--- src/rtl/tse_pkg.sv ---
// ----------------------------------------------------------------------------
// Timestamp text parser package
// Shared record type, error codes and small calendar tables.
// ----------------------------------------------------------------------------
`default_nettype none

package tse_pkg;

  localparam logic [1:0] ERR_NONE     = 2'd0;
  localparam logic [1:0] ERR_INVALID  = 2'd1;
  localparam logic [1:0] ERR_POINT    = 2'd2;
  localparam logic [1:0] ERR_FRACTION = 2'd3;

  typedef struct packed {
    logic [13:0] year;
    logic [3:0]  month;
    logic [4:0]  day;
    logic [4:0]  hour;
    logic [5:0]  minute;
    logic [5:0]  second;
    logic [19:0] fraction;
    logic [2:0]  frac_digits;
    logic [1:0]  code;
  } tse_rec_t;

  function automatic logic [19:0] pad_scale(input logic [2:0] digits);
    logic [19:0] s;
    unique case (digits)
      3'd0:    s = 20'd1000000;
      3'd1:    s = 20'd100000;
      3'd2:    s = 20'd10000;
      3'd3:    s = 20'd1000;
      3'd4:    s = 20'd100;
      3'd5:    s = 20'd10;
      default: s = 20'd1;
    endcase
    return s;
  endfunction

  function automatic logic [8:0] month_base(input logic [3:0] month);
    logic [8:0] b;
    unique case (month)
      4'd3:    b = 9'd0;
      4'd4:    b = 9'd31;
      4'd5:    b = 9'd61;
      4'd6:    b = 9'd92;
      4'd7:    b = 9'd122;
      4'd8:    b = 9'd153;
      4'd9:    b = 9'd184;
      4'd10:   b = 9'd214;
      4'd11:   b = 9'd245;
      4'd12:   b = 9'd275;
      4'd1:    b = 9'd306;
      4'd2:    b = 9'd337;
      default: b = 9'd0;
    endcase
    return b;
  endfunction

endpackage

`default_nettype wire

--- src/rtl/tse_front.sv ---
// ----------------------------------------------------------------------------
// Timestamp character parser
// Takes one character per cycle while take is high, checks the format and
// accumulates the fields. The last one emits a record with its error code.
// ----------------------------------------------------------------------------
`default_nettype none

module tse_front (
  input  wire logic              clk,
  input  wire logic              rst,
  input  wire logic              take,
  input  wire logic [7:0]        text_byte,
  input  wire logic              last_byte,
  output logic                   push,
  output tse_pkg::tse_rec_t      rec
);
  import tse_pkg::*;

  localparam logic [4:0] POS_SAT = 5'd27;

  logic [4:0]  pos, pos_next;
  logic [13:0] year, year_next;
  logic [6:0]  month, month_next;
  logic [6:0]  day, day_next;
  logic [6:0]  hour, hour_next;
  logic [6:0]  minute, minute_next;
  logic [6:0]  second, second_next;
  logic [19:0] fraction, fraction_next;
  logic [2:0]  fdigits, fdigits_next;
  logic [2:0]  flags, flags_next;
  logic        is_digit;
  logic [3:0]  dg;
  logic        invalid;

  function automatic logic [6:0] step7(input logic [6:0] a, input logic [3:0] d);
    logic [10:0] t;
    t = {4'd0, a} * 11'd10 + {7'd0, d};
    return t[6:0];
  endfunction

  function automatic logic [13:0] step14(input logic [13:0] a, input logic [3:0] d);
    logic [17:0] t;
    t = {4'd0, a} * 18'd10 + {14'd0, d};
    return t[13:0];
  endfunction

  function automatic logic [19:0] step20(input logic [19:0] a, input logic [3:0] d);
    logic [23:0] t;
    t = {4'd0, a} * 24'd10 + {20'd0, d};
    return t[19:0];
  endfunction

  assign is_digit = (text_byte >= 8'd48) && (text_byte <= 8'd57);
  assign dg       = 4'(text_byte - 8'd48);

  always_comb begin
    year_next     = year;
    month_next    = month;
    day_next      = day;
    hour_next     = hour;
    minute_next   = minute;
    second_next   = second;
    fraction_next = fraction;
    fdigits_next  = fdigits;
    flags_next    = flags;
    priority if (pos <= 5'd3) begin
      if (is_digit) year_next = step14(year, dg);
      else flags_next[0] = 1'b1;
    end else if (pos == 5'd4 || pos == 5'd7) begin
      if (text_byte != 8'd45) flags_next[0] = 1'b1;
    end else if (pos == 5'd5 || pos == 5'd6) begin
      if (is_digit) month_next = step7(month, dg);
      else flags_next[0] = 1'b1;
    end else if (pos == 5'd8 || pos == 5'd9) begin
      if (is_digit) day_next = step7(day, dg);
      else flags_next[0] = 1'b1;
    end else if (pos == 5'd10) begin
      if (text_byte != 8'd32 && text_byte != 8'd84) flags_next[0] = 1'b1;
    end else if (pos == 5'd11 || pos == 5'd12) begin
      if (is_digit) hour_next = step7(hour, dg);
      else flags_next[0] = 1'b1;
    end else if (pos == 5'd13 || pos == 5'd16) begin
      if (text_byte != 8'd58) flags_next[0] = 1'b1;
    end else if (pos == 5'd14 || pos == 5'd15) begin
      if (is_digit) minute_next = step7(minute, dg);
      else flags_next[0] = 1'b1;
    end else if (pos == 5'd17 || pos == 5'd18) begin
      if (is_digit) second_next = step7(second, dg);
      else flags_next[0] = 1'b1;
    end else if (pos == 5'd19) begin
      if (text_byte != 8'd46) flags_next[1] = 1'b1;
    end else if (pos <= 5'd25) begin
      if (is_digit) begin
        fraction_next = step20(fraction, dg);
        fdigits_next  = fdigits + 3'd1;
      end else begin
        flags_next[2] = 1'b1;
      end
    end else begin
      flags_next[2] = 1'b1;
    end
    pos_next = (pos < POS_SAT) ? pos + 5'd1 : POS_SAT;
  end

  assign invalid = flags_next[0] || (pos < 5'd18) ||
                   (month_next < 7'd1) || (month_next > 7'd12) ||
                   (day_next < 7'd1) || (day_next > 7'd31) ||
                   (hour_next > 7'd23) || (minute_next > 7'd59) ||
                   (second_next > 7'd59);

  always_comb begin
    rec.year        = year_next;
    rec.month       = month_next[3:0];
    rec.day         = day_next[4:0];
    rec.hour        = hour_next[4:0];
    rec.minute      = minute_next[5:0];
    rec.second      = second_next[5:0];
    rec.fraction    = fraction_next;
    rec.frac_digits = fdigits_next;
    priority if (invalid) rec.code = ERR_INVALID;
    else if (flags_next[1]) rec.code = ERR_POINT;
    else if (flags_next[2]) rec.code = ERR_FRACTION;
    else rec.code = ERR_NONE;
  end

  assign push = take && last_byte;

  always_ff @(posedge clk) begin
    if (rst || push) begin
      pos      <= '0;
      year     <= '0;
      month    <= '0;
      day      <= '0;
      hour     <= '0;
      minute   <= '0;
      second   <= '0;
      fraction <= '0;
      fdigits  <= '0;
      flags    <= '0;
    end else if (take) begin
      pos      <= pos_next;
      year     <= year_next;
      month    <= month_next;
      day      <= day_next;
      hour     <= hour_next;
      minute   <= minute_next;
      second   <= second_next;
      fraction <= fraction_next;
      fdigits  <= fdigits_next;
      flags    <= flags_next;
    end
  end

endmodule

`default_nettype wire

--- src/rtl/tse_queue.sv ---
// ----------------------------------------------------------------------------
// Parsed record queue
// Two-entry queue that decouples the character parser from the calendar
// arithmetic.
// ----------------------------------------------------------------------------
`default_nettype none

module tse_queue (
  input  wire logic              clk,
  input  wire logic              rst,
  input  wire logic              push,
  input  wire tse_pkg::tse_rec_t wr_rec,
  output logic                   full,
  input  wire logic              pop,
  output logic                   avail,
  output tse_pkg::tse_rec_t      rd_rec
);
  import tse_pkg::*;

  tse_rec_t   entries [2];
  logic       wr_ptr;
  logic       rd_ptr;
  logic [1:0] count;

  assign full   = (count == 2'd2);
  assign avail  = (count != 2'd0);
  assign rd_rec = entries[rd_ptr];

  always_ff @(posedge clk) begin
    if (push) entries[wr_ptr] <= wr_rec;
    if (rst) begin
      wr_ptr <= 1'b0;
      rd_ptr <= 1'b0;
      count  <= 2'd0;
    end else begin
      if (push) wr_ptr <= ~wr_ptr;
      if (pop) rd_ptr <= ~rd_ptr;
      unique case ({push, pop})
        2'b10:   count <= count + 2'd1;
        2'b01:   count <= count - 2'd1;
        default: count <= count;
      endcase
    end
  end

endmodule

`default_nettype wire

--- src/rtl/tse_back.sv ---
// ----------------------------------------------------------------------------
// Calendar conversion unit
// Turns one parsed record into signed microseconds since 1970 over a short
// sequence of steps and holds the result until it is taken.
// ----------------------------------------------------------------------------
`default_nettype none

module tse_back (
  input  wire logic              clk,
  input  wire logic              rst,
  input  wire logic              avail,
  input  wire tse_pkg::tse_rec_t q_rec,
  output logic                   pop,
  output logic signed [58:0]     epoch_micros,
  output logic [1:0]             error_code,
  output logic                   result_valid,
  input  wire logic              result_stall
);
  import tse_pkg::*;

  localparam logic [36:0] DAY_MICROS = 37'd86400000000;
  localparam logic [16:0] C_HI = DAY_MICROS[36:20];
  localparam logic [19:0] C_LO = DAY_MICROS[19:0];

  typedef enum logic [3:0] {
    S_IDLE, S_ERA, S_YOE, S_DOE, S_DAYS, S_MHI, S_MLO, S_SUM, S_DONE
  } state_t;

  state_t              state;
  tse_rec_t            rec;
  logic signed [14:0]  y;
  logic signed [5:0]   era;
  logic [8:0]          yoe;
  logic [8:0]          doy;
  logic [17:0]         doe;
  logic signed [22:0]  days;
  logic [16:0]         tod;
  logic [19:0]         frac_pad;
  logic [36:0]         tod_us;
  logic signed [40:0]  hi_prod;
  logic signed [58:0]  lo_sum;
  logic signed [58:0]  res;

  logic signed [14:0]  y_c;
  logic [26:0]         era_prod;
  logic signed [5:0]   era_c;
  logic [39:0]         frac_prod;
  logic signed [14:0]  yoe_full;
  logic [1:0]          div100;
  logic signed [40:0]  days_w41;
  logic signed [58:0]  days_w59;

  assign pop = (state == S_IDLE) && avail;

  always_comb begin
    y_c       = $signed({1'b0, rec.year}) - ((rec.month <= 4'd2) ? 15'sd1 : 15'sd0);
    era_prod  = 27'(y_c[13:0]) * 27'd5243;
    era_c     = y_c[14] ? -6'sd1 : $signed(era_prod[26:21]);
    frac_prod = 40'(rec.fraction) * 40'(pad_scale(rec.frac_digits));
    yoe_full  = y - $signed({{9{era[5]}}, era}) * 15'sd400;
    if (yoe >= 9'd300) div100 = 2'd3;
    else if (yoe >= 9'd200) div100 = 2'd2;
    else if (yoe >= 9'd100) div100 = 2'd1;
    else div100 = 2'd0;
    days_w41  = {{18{days[22]}}, days};
    days_w59  = {{36{days[22]}}, days};
  end

  always_ff @(posedge clk) begin
    if (rst) begin
      state        <= S_IDLE;
      result_valid <= 1'b0;
    end else begin
      if (result_valid && !result_stall && state != S_DONE) result_valid <= 1'b0;
      unique case (state)
        S_IDLE: begin
          if (avail) begin
            rec <= q_rec;
            res <= '0;
            state <= (q_rec.code != ERR_NONE) ? S_DONE : S_ERA;
          end
        end
        S_ERA: begin
          y        <= y_c;
          era      <= era_c;
          frac_pad <= frac_prod[19:0];
          tod      <= 17'(rec.hour) * 17'd3600 + 17'(rec.minute) * 17'd60 +
                      17'(rec.second);
          state    <= S_YOE;
        end
        S_YOE: begin
          yoe    <= yoe_full[8:0];
          doy    <= month_base(rec.month) + 9'(rec.day) - 9'd1;
          tod_us <= 37'(tod) * 37'd1000000 + 37'(frac_pad);
          state  <= S_DOE;
        end
        S_DOE: begin
          doe   <= 18'(yoe) * 18'd365 + 18'(yoe[8:2]) - 18'(div100) + 18'(doy);
          state <= S_DAYS;
        end
        S_DAYS: begin
          days  <= $signed({{17{era[5]}}, era}) * 23'sd146097 +
                   $signed({5'd0, doe}) - 23'sd719468;
          state <= S_MHI;
        end
        S_MHI: begin
          hi_prod <= days_w41 * $signed({24'd0, C_HI});
          state   <= S_MLO;
        end
        S_MLO: begin
          lo_sum <= days_w59 * $signed({39'd0, C_LO}) + $signed({22'd0, tod_us});
          state  <= S_SUM;
        end
        S_SUM: begin
          res   <= $signed({hi_prod[38:0], 20'd0}) + lo_sum;
          state <= S_DONE;
        end
        S_DONE: begin
          if (!result_valid || !result_stall) begin
            result_valid <= 1'b1;
            epoch_micros <= res;
            error_code   <= rec.code;
            state        <= S_IDLE;
          end
        end
        default: state <= S_IDLE;
      endcase
    end
  end

endmodule

`default_nettype wire

--- src/rtl/timestamp_text_to_epoch_micros_top.sv ---
// ----------------------------------------------------------------------------
// Timestamp text to epoch microseconds
// Characters of a YYYY-MM-DD HH:MM:SS[.ffffff] string enter on the text
// channel, one per request, with last_byte set on the final character.
// Every string yields one request on the result channel: signed
// microseconds since 1970-01-01 and an error code (zero microseconds when
// the code is not zero).
// The parser takes one character per cycle unless text_stall is high. The
// last character of a string places a record in a two-entry queue; the
// conversion unit takes it through its chain of calendar and multiply steps
// into the result register. Since a valid string is at least 19 characters
// long, valid text flows at one character per cycle while results drain.
// text_stall rises only while the queue is full. When the receiver stalls,
// the result register holds its request, the conversion unit waits on it
// and the queue fills, after which text is stalled.
// Reset clears the parser, the queue and the result register; the first
// character after reset starts a new string.
// ----------------------------------------------------------------------------
`default_nettype none

module timestamp_text_to_epoch_micros_top (
  input  wire logic               clk,
  input  wire logic               rst,
  input  wire logic               text_valid,
  output logic                    text_stall,
  input  wire logic [7:0]         text_byte,
  input  wire logic               last_byte,
  output logic                    result_valid,
  input  wire logic               result_stall,
  output logic signed [58:0]      epoch_micros,
  output logic [1:0]              error_code
);
  import tse_pkg::*;

  logic     take;
  logic     push;
  logic     full;
  logic     pop;
  logic     avail;
  tse_rec_t wr_rec;
  tse_rec_t rd_rec;

  assign text_stall = full;
  assign take       = text_valid && !full;

  tse_front u_front (
    .clk       (clk),
    .rst       (rst),
    .take      (take),
    .text_byte (text_byte),
    .last_byte (last_byte),
    .push      (push),
    .rec       (wr_rec)
  );

  tse_queue u_queue (
    .clk    (clk),
    .rst    (rst),
    .push   (push),
    .wr_rec (wr_rec),
    .full   (full),
    .pop    (pop),
    .avail  (avail),
    .rd_rec (rd_rec)
  );

  tse_back u_back (
    .clk          (clk),
    .rst          (rst),
    .avail        (avail),
    .q_rec        (rd_rec),
    .pop          (pop),
    .epoch_micros (epoch_micros),
    .error_code   (error_code),
    .result_valid (result_valid),
    .result_stall (result_stall)
  );

endmodule

`default_nettype wire

--- config.mk ---
export PLATFORM = sky130hd
export DESIGN_NAME = timestamp_text_to_epoch_micros_top
export DESIGN_NICKNAME = d
export VERILOG_FILES = /design/src/rtl/tse_pkg.sv /design/src/rtl/tse_front.sv /design/src/rtl/tse_queue.sv /design/src/rtl/tse_back.sv /design/src/rtl/timestamp_text_to_epoch_micros_top.sv
export SDC_FILE = /design/constraint.sdc
export NUM_CORES = 2
export LEC_CHECK = 0
export BUFFER_PORTS_ARGS = -buffer_cell sky130_fd_sc_hd__buf_2
export CORE_MARGIN = 2
export CORE_UTILIZATION = 30
export DETAILED_ROUTE_END_ITERATION = 8
export PLACE_DENSITY = 0.44
export SLEW_MARGIN = 20
export SYNTH_ARGS = -nofsm -noshare
export SYNTH_HDL_FRONTEND = slang
export SYNTH_SLANG_ARGS = --single-unit
--- constraint.sdc ---
create_clock -name clk -period 10.4 [get_ports clk]
set_input_delay 3.12 -clock clk [delete_from_list [all_inputs] [get_ports clk]]
set_output_delay 3.12 -clock clk [all_outputs]
set_load 0.05 [all_outputs]
Yosys cells after proc, flatten, opt, wreduce, memory -nomap -nowiden
Memory sizes are Yosys's and may differ from the RTL's. A register that Yosys moved wholly into a read port is not among the register bits.
Index checks and enable logic that the tools add are counted.
{ "totals": {"ff_bits": 520, "input_bits": 13, "rom_bits": 144, "mem_count": 2, "out_inout_bits": 63, "ram_bits": 130} }
{ "memory_table": {"columns": ["memory", "depth", "width", "read_ports", "rd_ports_with_merged_regs", "wr", "line_no", "rtl"], "rows": [
  ["(no name shown)", 16, 9, 1, 1, 0, "tse_pkg.sv:42", "unique case (month)"],
  ["u_queue.entries", 2, 65, 1, 1, 1, "tse_queue.sv:20", "tse_rec_t entries [2];"]
]} }
{ "classes": {"n_mux": 114, "bitwise_logic": 3, "mul": 17, "addsub": 26, "n_eq_ne": 40, "magnitude_cmp": 17, "n_reduce_logical": 43} }
{ "op_table": {"columns": ["cell", "count"], "rows": [
  ["$mux W7", 35],
  ["$mux W20", 12],
  ["$pmux W20 S6", 1],
  ["$pmux W59 S2", 1],
  ["$add A59 B38 Y59", 1],
  ["$add A59 B59 Y59", 1],
  ["$mux W59", 1],
  ["$eq A5 B4 Y1 const B", 8],
  ["$mul A23 B18 Y39 const B", 1],
  ["$add A37 B20 Y37", 1],
  ["$mux W3", 12],
  ["$pmux W4 S9", 1],
  ["$add A7 B4 Y7", 5],
  ["$mul A7 B3 Y6 const B", 5],
  ["$ne A8 B6 Y1 const B", 4],
  ["$mul A17 B14 Y31 const B", 1],
  ["$mul A23 B7 Y30 const B", 1],
  ["$mux W14", 2],
  ["$mux W2", 14],
  ["$mul A14 B13 Y27 const B", 1],
  ["$mux W1", 27],
  ["$add A23 B19 Y23", 1],
  ["$mul A6 B19 Y23 const B", 1],
  ["$sub A23 B21 Y23 const B", 1],
  ["other kinds (63)", 122]
]} }

Longest topological paths before layout
{ "logic_depth": {"word_depth": 21, "mapped_depth": 30, "depth_no_buf": 30} }

By module
A second synthesis with hierarchy kept.
{ "hier_totals": {"cells_unflattened": 5484, "area_unflattened_um2": 60027.6} }
{ "by_module_without_submodules": {"columns": ["mod", "n_inst", "seq_area_each_um2", "cells_per_inst", "area_each_um2"], "rows": [
  ["tse_back", 1, 12772.2, 4297, 47156.5],
  ["tse_front", 1, 1601.5, 962, 7966.4],
  ["tse_queue", 1, 4003.8, 224, 4890.9],
  ["timestamp_text_to_epoch_micros_top", 1, 0.0, 1, 13.8]
]} }

Least setup slack after synthesis
No wires, ideal clock.
{ "synth_timing": {"kind": "input to register", "startpoint": "input rst", "endpoint": "register u_back.epoch_micros[0] (enable)", "setup_time_ns": 0.568, "path_slack_ns": 2.005, "cell_stages": 2, "t_required_ns": 9.832, "t_arrival_ns": 7.827, "path_cell_list": "clkbuf_1 > nor3b_1"} }
{ "synth_via": {"elab_chain_cells": 2} }
{ "synth_rtl": {"columns": ["item", "line_no", "rtl"], "rows": [
  ["start, declared", "timestamp_text_to_epoch_micros_top.sv:23", "input wire logic rst,"],
  ["$not A1 Y1 (no source line)", null, null],
  ["$reduce_and A3 Y1 (no source line)", null, null],
  ["end signal, assigned", "tse_back.sv:121", "epoch_micros <= res;"],
  ["end, declared", "tse_back.sv:14", "output logic signed [58:0] epoch_micros,"]
]} }
No other way between the ends.
A chain may end at the register's enable or synchronous reset.

Worst setup path after layout
{ "layout_timing": {"startpoint": "register u_back.rec[3] in the netlist's numbering", "endpoint": "register u_back.frac_pad[16], data pin"} }
{ "layout_via": {"elab_chain_cells": 3, "word_cells_on_any_way": 8, "classes_between": "mul: 1; eq/ne: 5; mux: 1; reduce/logical: 1"} }
{ "layout_rtl": {"columns": ["item", "line_no", "rtl"], "rows": [
  ["start, declared", "tse_back.sv:30", "tse_rec_t rec;"],
  ["start signal, assigned", "tse_back.sv:78", "rec <= q_rec;"],
  ["$eq A3 B3 Y1 (tied with other cells)", "tse_pkg.sv:28", "unique case (digits)"],
  ["$pmux W20 S6 *", "tse_pkg.sv:28", null],
  ["$mul A20 B20 Y20 *", "tse_back.sv:59", "frac_prod = 40'(rec.fraction) * 40'(pad_scale(rec.frac_digits));"],
  ["named net u_back.frac_prod[16]", "tse_back.sv:47", "logic [39:0] frac_prod;"],
  ["end signal, assigned", "tse_back.sv:86", "frac_pad <= frac_prod[19:0];"],
  ["end, declared", "tse_back.sv:38", "logic [19:0] frac_pad;"]
]} }
The timed path passes the listed nets; every way through them passes the cells marked *.

==> results.sh <==
export IMPL_cts_resized=0
export IMPL_cp_max_fo=27
export IMPL_cts_tree="built"
export IMPL_viasPerCell=4.48
export IMPL_die_h_um=451
export IMPL_syn_nets=6971
export IMPL_syn_inst=5529
export IMPL_ios=76
export IMPL_clk_pin_slew_worst_paths_ns=0.06
export IMPL_fin_crit_ns=7.97
export IMPL_grt_pass1_wl_um=221000
export IMPL_r2r_start="u_back.rec[3]$_DFFE_PP_"
export IMPL_antenna_left=0
export IMPL_worstSkewPairLatency_ns=0.70
export IMPL_max_stage_delay_ns=0.91
export IMPL_finalHoldViolations=0
export IMPL_power_density_nw_per_um2=224
export IMPL_crit_arrival_ns=8.41
export IMPL_ys_seq_area_share_pct=31.4
export IMPL_skew_ns=0.0209
export IMPL_netlist_area_um2=59900
export IMPL_rsz0062_at_grt="no"
export IMPL_post_cts_buffers=0
export IMPL_htreeDepth=3
export IMPL_synth_seq_cells=660
export IMPL_worstHoldStart="u_back.frac_pad[4]$_DFFE_PP_"
export IMPL_setup_tns_ns=0
export IMPL_p_switching_w=0.00605
export IMPL_core_rowCount=164
export IMPL_place_congestion=0.854
export IMPL_fin_crit_sh_pct=76.6
export IMPL_leakagePower_nw=29.6
export IMPL_worst_path_most_repeated_cell="fa_1"
export IMPL_avgSynthCellArea_um2=10.8
export IMPL_power_frac_comb_pct=54.7
export IMPL_grt_usage_pct=13.7
export IMPL_cp_required_ns=10.84
export IMPL_seq_power_share_pct=24.4
export IMPL_nFillCells=20200
export IMPL_firstDrtPassIters=5
export IMPL_synth_top_cell_by_area="edfxtp_1"
export IMPL_die_x_um=451
export IMPL_clock_fmax_mhz=125
export IMPL_start_util_pct=30.1
export IMPL_cts_hold_buffers=0
export IMPL_cts_made_buffers=83
export IMPL_critPathCaptureType="flip-flop"
export IMPL_tightest_slew_ns=1.09
export IMPL_ir_worst_vdd_mv=0.306
export IMPL_vias=37400
export IMPL_yosysTopAreaCellShare_pct=28.1
export IMPL_yosysWarnings=0
export IMPL_port_buffers=75
export IMPL_fp_coreArea_um2=199000
export IMPL_drt_total_wl_um=138000
export IMPL_synth_cell_types=97
export IMPL_clock_sinks=660
export IMPL_die_area_um2=203000
export IMPL_wl_per_cell_um=16.5
export IMPL_setup_viol=0
export IMPL_grt_pass1_vias=39600
export IMPL_critPathLaunchType="flip-flop"
export IMPL_drive_gt1_share_pct=6.99
export IMPL_drt_iter0_markers=1738
export IMPL_cts_buffer_depth=3
export IMPL_async_flop_share_pct=0
export IMPL_drcViolationCount=0
export IMPL_synth_area_leaders="edfxtp_1 28%, fa_1 19%, ha_1 18%"
export IMPL_p_clk_share_pct=20.9
export IMPL_grt_max_degree=69
export IMPL_clock_root_buffer="clkbuf_16"
export IMPL_slew_violations=0
export IMPL_min_path_type="reg -> reg"
export IMPL_max_slew_margin_rel_pct=27.3
export IMPL_total_power_w=0.0149
export IMPL_final_nets=7064
export IMPL_critPathLaunch="u_back.rec[3]$_DFFE_PP_"
export IMPL_grt_overflow=0
export IMPL_status="finished clean"
export IMPL_yosys_most_used_dff="edfxtp_1"
export IMPL_drv_cap=0
export IMPL_antenna_found_initial=4
export IMPL_place_hpwl_um=111000
export IMPL_p_int_w=0.00887
export IMPL_syn2layout_area_growth_pct=11.0
export IMPL_crit_path_top_delay_cell="edfxtp_1"
export IMPL_synth_edf_count=561
export IMPL_path_class="reg -> reg"
export IMPL_swShare_pct=40.5
==> power by group through the flow <==
stage,logic [W],registers [W],clock network (W)
floorplan,0.00624,0.00371,0
global placement,0.00827,0.00370,0
detailed placement,0.00830,0.00370,0
CTS,0.00840,0.00365,0.00323
global route,0.00961,0.00367,0.00332
finish,0.00816,0.00364,0.00311
==> registers in the layout, summed over array words and instances (netlist names), 9 cells and up, named ones only <==
| signal | flops |
|---|---|
| u_back.res | 59 |
| u_back.lo_sum | 59 |
| u_front.fraction | 20 |
| u_back.frac_pad | 20 |
| u_back.days | 23 |
| u_back.y | 9 |
| u_back.hi_prod | 39 |
| u_front.year | 14 |
| u_back.doy | 9 |
| u_back.epoch_micros | 59 |
| u_back.rec | 65 |
| u_back.doe | 18 |
| u_back.tod | 17 |
| u_back.tod_us | 37 |
| u_back.yoe | 9 |
| u_queue.entries | 130 |
==> layer usage <==
| layer | vias up | global-route usage (%) | share of wire (%) |
|---|---|---|---|
| met5 | - | 0 | 0 |
| met4 | 0 | 3.43 | 2.3 |
| met3 | 163 | 1.86 | 2.7 |
| met2 | 382 | 23.7 | 48 |
| met1 | 18100 | 17.9 | 47 |
| li1 | 18800 | - | - |
==> cell usage in the layout (no fill, tap or decap), drive strengths merged, types with 12 or more instances in the layout <==
master / instances
dfxtp: 99
nand4: 24
ha: 859
o21ai: 172
fa: 570
nor4: 19
clkinv: 37
nor3b: 17
o31ai: 15
and3: 51
inv: 955
mux2i: 12
o21bai: 33
nor3: 70
or3: 22
nor2: 286
xor2: 108
a21boi: 12
bufinv: 16
nand3: 53
a21o: 100
mux2: 92
xnor2: 288
clkbuf: 94
o211ai: 12
a211oi: 31
and2: 83
or2: 24
a31oi: 24
nor2b: 71
nand2b: 39
nand2: 318
a21oi: 260
buf: 107
edfxtp: 561
o21a: 31
==> kinds of logic after synthesis <==
family	Yosys count	synth area share, %
adders and majority gates	1429	37.0
and+or+nand+nor	1100	8.95
buffers and inverters	1050	6.60
AOI/OAI and AO/OA	789	8.32
DFF	660	31.4
xor gates and xnor gates	397	5.84
muxes	104	1.93
==> final timing paths <==
path / end / slack, ns / depth (start not counted)
worst min-delay path: u_back.tod_us[4]$_DFFE_PP_ / 0.41 / 0
worst max register to register: u_back.frac_pad[16]$_DFFE_PP_ / 2.43 / 26
worst max-delay path: u_back.frac_pad[16]$_DFFE_PP_ / 2.43 / 26
worst min register to register: u_back.tod_us[4]$_DFFE_PP_ / 0.41 / 0
==> critical path: cells and delay by family, from the launching register on <==
kind,cells,cell delay (ns)
AO/OA/AOI/OAI,3,0.82
XOR/XNOR,1,0.08
adder cells (fa/ha/maj),8,3.67
buffers and inverters,6,0.87
flip-flops,1,0.91
AND/OR/NAND/NOR,8,1.33
==> synth_stat cells (51+ instances only) <==
| library cell | number |
|---|---|
| and2_1 | 82 |
| xor2_1 | 108 |
| xnor2_1 | 287 |
| dfxtp_1 | 99 |
| edfxtp_1 | 561 |
| nand2_1 | 316 |
| clkbuf_1 | 78 |
| a21o_1 | 100 |
| o21ai_0 | 165 |
| nor2b_1 | 71 |
| fa_1 | 570 |
| and3_1 | 51 |
| mux2_2 | 92 |
| nand3_1 | 52 |
| ha_1 | 859 |
| inv_1 | 950 |
| nor2_1 | 285 |
| nor3_1 | 70 |
| a21oi_1 | 260 |
==> metrics by stage <==
stage,utilization (%),std cells,worst slack (ns),cell area (µm²),hold slack [ns]
floorplan,-,5529,2.01,59900,0.400
global placement,31.9,8193,2.64,63600,0.402
detailed placement,31.9,8193,2.48,63600,0.405
CTS,33.4,8349,2.46,66500,0.413
global route,33.4,8351,1.80,66500,0.419
finish,33.4,8352,2.43,66500,0.412
==> area by class of cell <==
class	count	area (µm²)	share of cell area, %
sequential	660	18800	28.3
inverter	951	3570	5.37
multi-input combinational	3819	37200	56.0
antenna	3	7.51	0.0113
clock inverter	62	795	1.19
clock buffer	94	2140	3.22
timing repair buffer	107	616	0.925
tap	2656	3320	5.00
(Power assumes the default switching activity.)
